`config.mk`:
```
export PLATFORM = sky130hd
export DESIGN_NAME = kmpq_front
export DESIGN_NICKNAME = d
export VERILOG_FILES = /design/src/rtl/core/kmpq_pkg.sv /design/src/rtl/core/kmpq_front.sv
export SDC_FILE = /design/constraint.sdc
export NUM_CORES = 1
export LEC_CHECK = 0
export BUFFER_PORTS_ARGS = -buffer_cell sky130_fd_sc_hd__buf_4
export CAP_MARGIN = 20
export CORE_ASPECT_RATIO = 0.9
export CORE_UTILIZATION = 40
export DETAILED_ROUTE_END_ITERATION = 8
export GPL_ROUTABILITY_DRIVEN = 0
export PLACE_DENSITY = 0.62
export SYNTH_ARGS = -nofsm -noshare
export SYNTH_HDL_FRONTEND = slang
export SYNTH_SLANG_ARGS = --single-unit
export TNS_END_PERCENT = 50
```
`constraint.sdc`:
```
create_clock -name clk_i -period 8.3 [get_ports clk_i]
set_clock_uncertainty 0.2 [all_clocks]
set_input_delay 1.66 -clock clk_i [delete_from_list [all_inputs] [get_ports clk_i]]
set_output_delay 1.66 -clock clk_i [all_outputs]
set_load 0.02 [all_outputs]
```
`src/rtl/core/kmpq_pkg.sv`:
```
// shared types, codes and defaults of the keyed min priority queue
package kmpq_pkg;

  localparam int unsigned KmpqCapacity = 64;

  localparam logic [1:0] MODE_INSERT  = 2'd0;
  localparam logic [1:0] MODE_SETPRIO = 2'd1;
  localparam logic [1:0] MODE_REMOVE  = 2'd2;

  localparam logic [1:0] STATUS_OK    = 2'd0;
  localparam logic [1:0] STATUS_EMPTY = 2'd1;
  localparam logic [1:0] STATUS_FULL  = 2'd2;

  typedef enum logic [1:0] {
    OP_INSERT,
    OP_SETPRIO,
    OP_REMOVE,
    OP_NOP
  } op_e;

  typedef struct packed {
    op_e                op;
    logic signed [15:0] x;
    logic signed [15:0] y;
    logic [31:0]        prio;
  } cmd_t;

  typedef struct packed {
    logic [15:0] x;
    logic [15:0] y;
    logic [31:0] prio;
  } entry_t;

  typedef enum logic [3:0] {
    ST_IDLE,
    ST_SCAN_RD,
    ST_SCAN_CHK,
    ST_POP_RD,
    ST_POP_CHK,
    ST_DEL_RD,
    ST_DEL_WR,
    ST_INS_RD,
    ST_INS_CHK,
    ST_RESP
  } state_e;

endpackage

```
`src/rtl/core/kmpq_front.sv`:
```
// front end: takes command beats, decodes the mode and queues them for the back end
module kmpq_front import kmpq_pkg::*; (
  input  logic               clk_i,
  input  logic               rst_ni,
  input  logic               start,
  output logic               busy,
  input  logic [1:0]         mode_i,
  input  logic signed [15:0] point_x_i,
  input  logic signed [15:0] point_y_i,
  input  logic [31:0]        priority_req_i,
  output logic               cmd_valid_o,
  output cmd_t               cmd_o,
  input  logic               cmd_pop_i
);

  cmd_t       slot_q [2];
  logic       wr_ptr_q, wr_ptr_d;
  logic       rd_ptr_q, rd_ptr_d;
  logic [1:0] fill_q, fill_d;
  logic       push;
  op_e        op_dec;
  logic       pop;

  always_comb begin
    case (mode_i)
      MODE_INSERT:  op_dec = OP_INSERT;
      MODE_SETPRIO: op_dec = OP_SETPRIO;
      MODE_REMOVE:  op_dec = OP_REMOVE;
      default:      op_dec = OP_NOP;
    endcase
  end

  assign busy        = (fill_q == 2'd2);
  assign push        = start && !busy;
  assign cmd_valid_o = (fill_q != 2'd0);
  assign cmd_o       = slot_q[rd_ptr_q];
  assign pop         = cmd_pop_i && cmd_valid_o;

  always_comb begin
    wr_ptr_d = push ? ~wr_ptr_q : wr_ptr_q;
    rd_ptr_d = pop ? ~rd_ptr_q : rd_ptr_q;
    fill_d   = fill_q + 2'(push) - 2'(pop);
  end

  always_ff @(posedge clk_i or negedge rst_ni) begin
    if (!rst_ni) begin
      wr_ptr_q <= 1'b0;
      rd_ptr_q <= 1'b0;
      fill_q   <= 2'd0;
    end else begin
      wr_ptr_q <= wr_ptr_d;
      rd_ptr_q <= rd_ptr_d;
      fill_q   <= fill_d;
    end
  end

  always_ff @(posedge clk_i) begin
    if (push) begin
      slot_q[wr_ptr_q] <= '{op: op_dec, x: point_x_i, y: point_y_i, prio: priority_req_i};
    end
  end

endmodule

```
### After elaboration in Yosys (flattened, before gate mapping)

Memories as Yosys holds them, arrays and structs flattened.
Cells that the tools add are included.

| operators by class | value |
|---|---|
| $add $sub $neg | 2 |
| equality and inequality tests | 3 |
| muxes and demuxes | 3 |
| bitwise gates (word level) | 2 |
| reduce and logical (&&, ||, !) cells | 5 |

Operator list:

| kind | count |
|---|---|
| one-hot mux 2 bit (3 select lines) | 1 |
| == test 2 bit (second input constant) | 2 |
| adder 2 x 1 -> 2 bit | 1 |
| == test 2 x 1 -> 1 bit (second input constant) | 1 |
| logical AND 1 bit | 2 |
| zero test 2 bit | 1 |
| 2-to-1 mux 1 bit | 2 |
| NOT 1 bit | 2 |
| nonzero test 2 bit | 1 |
| subtractor 2 x 1 -> 2 bit | 1 |
| zero test 1 bit | 1 |

| storage, ports and cells | value |
|---|---|
| bits in registers | 4 |
| memory bits (writable) | 132 |
| output and inout port bits | 68 |
| word-level logic and storage cells | 19 |
| memories | 1 |

Memory list:

| memory | words | width | rd ports | clocked after memory_dff | write ports | line | source |
|---|---|---|---|---|---|---|---|
| slot_q | 2 | 66 | 1 | 0 | 1 | kmpq_front.sv:16 | `cmd_t slot_q [2];` |

### Depth between registers and ports, before layout

Gate-level depths: netlist of run 1.

| logic depth | value |
|---|---|
| depth after elaboration | 5 |
| gate-level depth with buffers | 7 |
| depth with buffers taken out | 7 |

### Least setup slack after synthesis of run 1

Ideal clock, no wire load.

| timing path | value |
|---|---|
| kind | input to register |
| from | input port start |
| to | memory slot_q[0][0] in the netlist's numbering (enable) |
| data arrival time | 4.513 ns |
| data required time | 7.610 ns |
| slack | 3.097 ns |
| stages on the path | 2 |
| cells stage by stage | nand2_1 > nor2_1 |

| on the way | value |
|---|---|
| word-level cells in the longest chain between the ends | 3 |

RTL lines:

| what | line | source |
|---|---|---|
| start, declared | kmpq_front.sv:5 | `input logic start,` |
| logical AND 1 bit | kmpq_front.sv:34 | `assign push = start && !busy;` |
| 2-to-1 mux 1 bit | kmpq_front.sv:58 | `if (push) begin` |
| 2-to-1 mux 1 bit (implied by the code) | kmpq_front.sv:59 | `slot_q[wr_ptr_q] <= '{op: op_dec, x: point_x_i, y: point_y_i, prio: priority_req_i};` |
| end, declared | kmpq_front.sv:16 |  |

No other way between the ends.

==> flow_metrics.py, run 1 <==
metrics = {
    "clock_tree": {
        "post_cts_resized": 0,
        "cts_buffer_depth": 2,
        "clk_pin_slew_ps": 50,
        "cts_buffers": 17,
        "hold_buffers": 0,
        "clockRootBuffer": "clkbuf_16",
        "clkSinkCount": 136,
        "clkLatencyLatePin_ps": 410,
        "cts_setup_buffers": 0,
        "htreeDepth": 4,
        "tritoncts": "built",
    },
    "pwr": {
        "p_leak_nw": 2.64,
        "power.internal_mw": 1.80,
        "clkPwrFrac_pct": 27.1,
        "p_per_area_nw_per_um2": 378,
        "switching_share_pct": 30.2,
        "pwr-share-seq_pct": 41.0,
        "ir_worst_vdd_uv": 198,
        "p_sw_uw": 777,
        "comb_power_share_pct": 31.9,
    },
    "final_layout": {
        "drive_gt1_share_pct": 60.1,
        "fin_nets": 445,
        "design_area_sq_um": 6820,
        "fillers": 954,
        "utilization_pct": 55.8,
        "num_antenna_cells": 0,
        "syn_to_final_growth_pct": 34.1,
    },
    "global_route": {
        "grt_pass1_wl_microns": 13400,
        "grt_overflow": 0,
        "grt_util_met2_pct": 21.9,
        "grt_use_met3_pct": 7.85,
        "grt_use_total_pct": 14.4,
        "grt-busiest-layer": "met2",
        "grt_max_degree": 68,
        "grt_pass1_vias": 2656,
        "antenna_found_initial": 0,
        "gr-usage-met1_pct": 16.6,
    },
    "timing": {
        "worst_slack_ps": 4260,
        "timing.hold.ws_ps": 299,
        "slew_violations": 0,
        "fmax_mhz": 248,
        "finalHoldViolations": 0,
        "rsz0062_at_grt": "no",
        "setup-tns-final_ps": 0,
        "worstMarginPinSlew_ps": 1080,
        "fin_crit_sh_pct": 48.6,
        "relSlewSlack_pct": 28.0,
        "setup_viol": 0,
        "fin_crit_ps": 4040,
    },
    "floorplanning": {
        "dieArea_sq_um": 13200,
        "fp.dieH_microns": 109,
        "die_w_microns": 121,
        "row_count": 38,
        "core_area_sq_um": 12200,
        "boundaryPins": 138,
        "start_util_pct": 41.6,
    },
    "synthesis": {
        "syn_area_per_cell_sq_um": 22.6,
        "synth_most_common_cell": "edfxtp_1",
        "yosys_most_used_dff": "edfxtp_1",
        "synth-edff-count": 132,
        "yosys_register_bits": 136,
        "async_flop_share_pct": 2.94,
        "synthTopCellsByCount": "132 x edfxtp_1, 36 x mux2_2, 30 x mux2_4",
        "synth_cells": 225,
        "synth.net_count": 297,
        "yosysTopAreaCell": "edfxtp_1",
        "synthDistinctLibCells": 18,
        "yosysSeqAreaShare_pct": 79.9,
        "yosys_warnings": 0,
        "synthTopCellsByArea": "edfxtp_1 78%, mux2_4 8.9%, mux2_2 8.0%",
        "synth.top_cell.area_share_pct": 78.0,
        "syn_area_sq_um": 5080,
    },
    "drt": {
        "drc": 0,
        "drt-wirelength-per-cell_microns": 16.1,
        "vias": 2521,
        "drtIter0Drc": 166,
        "dr.pass1.iters": 4,
        "wl_microns": 8790,
        "antenna_left": 0,
        "vias_per_cell": 4.62,
    },
    "setup_path": {
        "worstPathCellList": "mux2_2, buf_4",
        "required_ps": 6440,
        "end_kind": "output port",
        "worstPathArrival_ps": 2180,
        "crit_family": "flip-flops",
        "cp-start-kind": "register",
        "path_buf_inv": 1,
        "crit_type": "reg -> out",
        "reg2reg_from": "fill_q[1]",
        "cp_slowest_cell": "dfrtp_4",
        "timing.rr.end": "slot_q[0][32]",
        "cp.depth": 2,
        "reg2regPathDepth": 4,
        "max_stage_delay_ps": 1150,
        "critPathMaxFanout": 67,
        "reg2reg_slack_ps": 5670,
    },
    "min_path": {
        "hp-start": "fill_q[1]",
        "whs_endpoint": "fill_q[1]",
        "min_path_type": "reg -> reg",
        "hold_path_depth": 1,
    },
    "run_status": {
        "status": "completed",
    },
    "flow_run": {
        "max-cap-violations": 0,
    },
    "place": {
        "placed_area_sq_um": 6270,
        "dp_hpwl_microns": 5340,
        "portBuffers": 137,
        "dp_slack_ps": 4430,
    },
}
-- placed cells by master (no fill, tap or decap), drive strengths merged --
master / Yosys / routed
and2: 1 / 1
and3: 1 / 1
buf: 7 / 138
bufinv: 0 / 2
clkbuf: 2 / 21
clkinv: 0 / 7
clkinvlp: 0 / 2
dfrtp: 4 / 4
edfxtp: 132 / 132
ha: 2 / 2
inv: 2 / 2
mux2: 66 / 66
nand2: 1 / 1
nand2b: 1 / 1
nor2: 1 / 1
or2: 1 / 1
xnor2: 3 / 3
xor2: 1 / 1
-- metrics by stage --
stage	cells	power, mW
3_3_place_gp	514	1.90
4_1_cts	546	2.61
6_report	546	2.57
3_5_place_dp	514	1.91
2_1_floorplan	225	1.59
5_1_grt	546	2.70
-- sequential cells by signal (all words and copies together), names as in the netlist --
name and cells:
slot_q 132, fill_q 2, rd_ptr_q 1, wr_ptr_q 1
-- worst max path at each step --
stage / from / to / slack [ps]
floorplan: start / slot_q[0][0] / 3100
global placement: start / slot_q[0][60] / 4480
detailed placement: start / slot_q[0][60] / 4430
CTS: rd_ptr_q / cmd_o[4] / 4190
global route: rd_ptr_q / cmd_o[4] / 4130
finish: rd_ptr_q / cmd_o[4] / 4260
-- cells by family (layout without fill, tap and decap cells) --
logic type / Yosys count / count (layout) / share of synthesized area, %
and+or+nand+nor: 6 / 6 / 0.640
buffers and inverters: 11 / 172 / 1.40
muxes: 66 / 66 / 16.8
adders and majority gates: 2 / 2 / 0.492
DFF: 136 / 136 / 79.9
xor gates and xnor gates: 4 / 4 / 0.689
-- per-layer routing --
layer,vias to the layer above,share of wire [%]
met1,1227,41
met4,0,1.4
met5,-,0
met2,103,48
li1,1178,-
met3,13,9.6
-- area by class of cell --
cell class / count / area [sq um] / area share, %
clock buffers: 21 / 440 / 6.46
well taps: 160 / 200 / 2.94
inverters: 2 / 7.51 / 0.110
multi-input cells: 78 / 961 / 14.1
repair buffers: 138 / 1040 / 15.2
flip-flops and latches: 136 / 4070 / 59.7
clock inverters: 11 / 106 / 1.56
-- worst reg2reg max path, cell delays in order, from the launching register on --
cell and delay, ps:
dfrtp_1 400, nand2b_1 160, nand2_1 160, nor2_4 750, buf_4 600
-- power groups by stage --
stage          clock network (mW)  logic, mW  registers, mW
3_3_place_gp                    0      0.832           1.07
3_5_place_dp                    0      0.835           1.07
2_1_floorplan                   0      0.595          0.993
5_1_grt                     0.742      0.876           1.08
6_report                    0.698      0.822           1.06
4_1_cts                     0.711      0.838           1.06
Note: power is estimated with default switching activity, not from simulation.
==> inputs of run 2 (changes only) <==
--- a/config.mk
+++ b/config.mk
@@ -5,13 +5,14 @@
 export SDC_FILE = /design/constraint.sdc
 export NUM_CORES = 1
 export LEC_CHECK = 0
+export ABC_AREA = 1
 export BUFFER_PORTS_ARGS = -buffer_cell sky130_fd_sc_hd__buf_4
 export CAP_MARGIN = 20
 export CORE_ASPECT_RATIO = 0.9
 export CORE_UTILIZATION = 40
 export DETAILED_ROUTE_END_ITERATION = 8
 export GPL_ROUTABILITY_DRIVEN = 0
-export PLACE_DENSITY = 0.62
+export PLACE_DENSITY = 0.64
 export SYNTH_ARGS = -nofsm -noshare
 export SYNTH_HDL_FRONTEND = slang
 export SYNTH_SLANG_ARGS = --single-unit
==> constraint.sdc (replaced) <==
create_clock -name clk_i -period 3.7 [get_ports clk_i]
set_clock_uncertainty 0.2 [all_clocks]
set_input_delay 0.74 -clock clk_i [delete_from_list [all_inputs] [get_ports clk_i]]
set_output_delay 0.74 -clock clk_i [all_outputs]
set_load 0.02 [all_outputs]
==> flow_metrics.py, run 2 <==
metrics = {
    "run_status": {
        "status": "completed",
    },
    "final_layout": {
        "final_cell_mix": "211 x nand2_1, 142 x buf_4, 132 x edfxtp_1, 17 x clkbuf_16, 8 x inv_1",
        "design_area_sq_um": 6810,
        "final_common_cell": "nand2_1",
        "utilization_pct": 56.0,
        "num_antenna_cells": 0,
        "fillers": 1002,
        "multi_input_area_sq_um": 843,
        "fin_nets": 598,
        "drive_gt1_share_pct": 31.9,
        "syn_to_final_growth_pct": 34.7,
        "largest_reg_flops": 132,
        "regArea_sq_um": 4070,
        "top_register": "slot_q",
        "largest_registers": "slot_q: 132 flops, fill_q: 2 flops",
    },
    "global_route": {
        "grt_max_degree": 68,
        "antenna_found_initial": 0,
        "grt_pass1_wl_microns": 15800,
        "grt_pass1_vias": 3313,
        "grt_overflow": 0,
        "grt_use_total_pct": 16.4,
    },
    "drt": {
        "vias": 3180,
        "wl_microns": 10000,
        "antenna_left": 0,
        "top_layer_used": "met4",
        "dr.pass1.iters": 5,
        "drc": 0,
        "drt-wirelength-per-cell_microns": 14.3,
        "drtIter0Drc": 146,
        "vias_per_cell": 4.55,
        "met2WireLength_microns": 5010,
        "drt-met1-wl_microns": 4200,
        "route.met3.wl_microns": 652,
    },
    "clock_tree": {
        "cts_buffer_depth": 2,
        "clk_pin_slew_ps": 50,
        "clkSinkCount": 136,
        "tritoncts": "built",
        "cts_buffers": 17,
        "clockRootBuffer": "clkbuf_16",
        "post_cts_resized": 0,
        "clkLatencyLatePin_ps": 400,
        "htreeDepth": 4,
    },
    "synthesis": {
        "synth_xor_area_share_pct": 0,
        "synth_compound_area_share_pct": 0,
        "yosys_register_bits": 136,
        "yosys_most_used_dff": "edfxtp_1",
        "synthTopCellsByArea": "edfxtp_1 78%, nand2_1 16%, dfrtp_1 2.0%",
        "yosysTopAreaCell": "edfxtp_1",
        "synthSimpleGateAreaFrac_pct": 16.0,
        "synth_fa_ha_area_share_pct": 0.495,
        "yosys_warnings": 0,
        "synth-edff-count": 132,
        "synth_cells": 380,
        "synthMuxAreaShare_pct": 0,
        "synthTopCellsByCount": "211 x nand2_1, 132 x edfxtp_1, 9 x inv_1",
        "synth_most_common_cell": "nand2_1",
        "synth.net_count": 452,
        "synthDistinctLibCells": 12,
        "yosysSeqAreaShare_pct": 80.4,
        "synth_top_family_by_area": "simple AND/OR/NAND/NOR gates",
        "synth.top_cell.area_share_pct": 78.4,
        "syn_area_sq_um": 5060,
        "async_flop_share_pct": 2.94,
        "syn_area_per_cell_sq_um": 13.3,
    },
    "min_path": {
        "min_path_type": "reg -> reg",
    },
    "setup_path": {
        "worstPathArrival_ps": 1980,
        "cp-start-kind": "register",
        "end_kind": "output port",
        "required_ps": 2760,
        "crit_type": "reg -> out",
        "critPathMaxFanout": 36,
    },
    "timing": {
        "worstMarginPinSlew_ps": 727,
        "relSlewSlack_pct": 51.5,
        "fin_crit_ps": 2920,
        "fin_crit_sh_pct": 79.0,
        "setup_viol": 0,
        "finalHoldViolations": 0,
        "slew_violations": 0,
        "timing.hold.ws_ps": 287,
        "setup-tns-final_ps": 0,
        "rsz0062_at_grt": "no",
        "fmax_mhz": 342,
    },
    "flow_run": {
        "max-cap-violations": 0,
    },
    "floorplanning": {
        "start_util_pct": 41.5,
        "dieArea_sq_um": 13100,
        "row_count": 38,
        "core_area_sq_um": 12200,
        "boundaryPins": 138,
        "die_w_microns": 121,
        "fp.dieH_microns": 109,
    },
    "pwr": {
        "pwr-share-seq_pct": 36.8,
        "comb_power_share_pct": 36.0,
        "power.internal_mw": 3.90,
        "p_leak_nw": 2.95,
        "p_sw_mw": 2.04,
        "clkPwrFrac_pct": 27.3,
        "ir_worst_vdd_uv": 349,
        "p_per_area_nw_per_um2": 872,
        "switching_share_pct": 34.3,
    },
    "place": {
        "placed_area_sq_um": 6230,
        "dp_hpwl_microns": 6250,
        "portBuffers": 137,
    },
}
[run 2: cell count changes in the layout (fill, tap and decap cells not counted), moves of 2 or more]
cell	before	now
buf_4	138	142
inv_2	0	2
xnor2_1	3	0
nand2_1	1	211
inv_1	2	8
mux2_4	30	0
nand3_1	0	3
mux2_2	36	0
[run 2: cell families (layout without fill, tap and decap cells)]
| kind of cell | count (synthesis) | count (layout) |
|---|---|---|
| buf+inv | 27 | 186 |
| flops | 136 | 136 |
| fa+ha+maj | 2 | 2 |
| simple gates | 215 | 215 |
[run 2: routing by layer]
metal	global-route usage, %	vias up
met4	7.32	0
met5	0	-
met2	27.2	103
met1	19.4	1498
li1	-	1563
met3	5.70	16
[run 2: critical path: stages, from the launching register on]
cell and delay [ps]:
dfrtp_2 400, inv_2 480, buf_4 370, nand2_1 80, nand2_1 100, buf_4 150
[run 2: timing repair]
action / in CTS / in global routing
hold endpoints to repair: 4 / 0
setup buffers: 0 / 0
hold buffers: 1 / 0
[run 2: path summary, 6_finish.rpt]
path                       startpoint      endpoint  slack (ps)  cells past startpoint
max reg2reg                  wr_ptr_q  slot_q[0][4]        1690                      4
max in group asynchronous      rst_ni      rd_ptr_q        2690                      2
max                          rd_ptr_q     cmd_o[26]         780                      5
min reg2reg                  wr_ptr_q      wr_ptr_q         290                      2
min in group asynchronous      rst_ni     fill_q[0]         500                      2
min                          wr_ptr_q      wr_ptr_q         290                      2
[run 2: area by class of cell]
type                    instances  area share (%)
well taps                     160            2.94
multi-input cells             217            12.4
flip-flops and latches        136            59.7
repair buffers                144            16.1
inverters                      10           0.551
clock inverters                12            1.95
clock buffers                  20            6.41
[run 2: power groups by stage]
stage	Clock (mW)	Sequential [mW]	Combinational (mW)
6_report	1.62	2.18	2.14
5_1_grt	1.72	2.21	2.34
4_1_cts	1.65	2.18	2.19
3_5_place_dp	0	2.21	2.18
2_1_floorplan	0	2.21	1.30
3_3_place_gp	0	2.20	2.16
[run 2: through the flow]
stage	worst slack [ps]	cells	total power [mW]
after floorplan	533	380	3.51
after global placement	1180	666	4.36
after detailed placement	1170	666	4.39
after CTS	714	699	6.03
after global routing	618	699	6.27
final	776	699	5.94
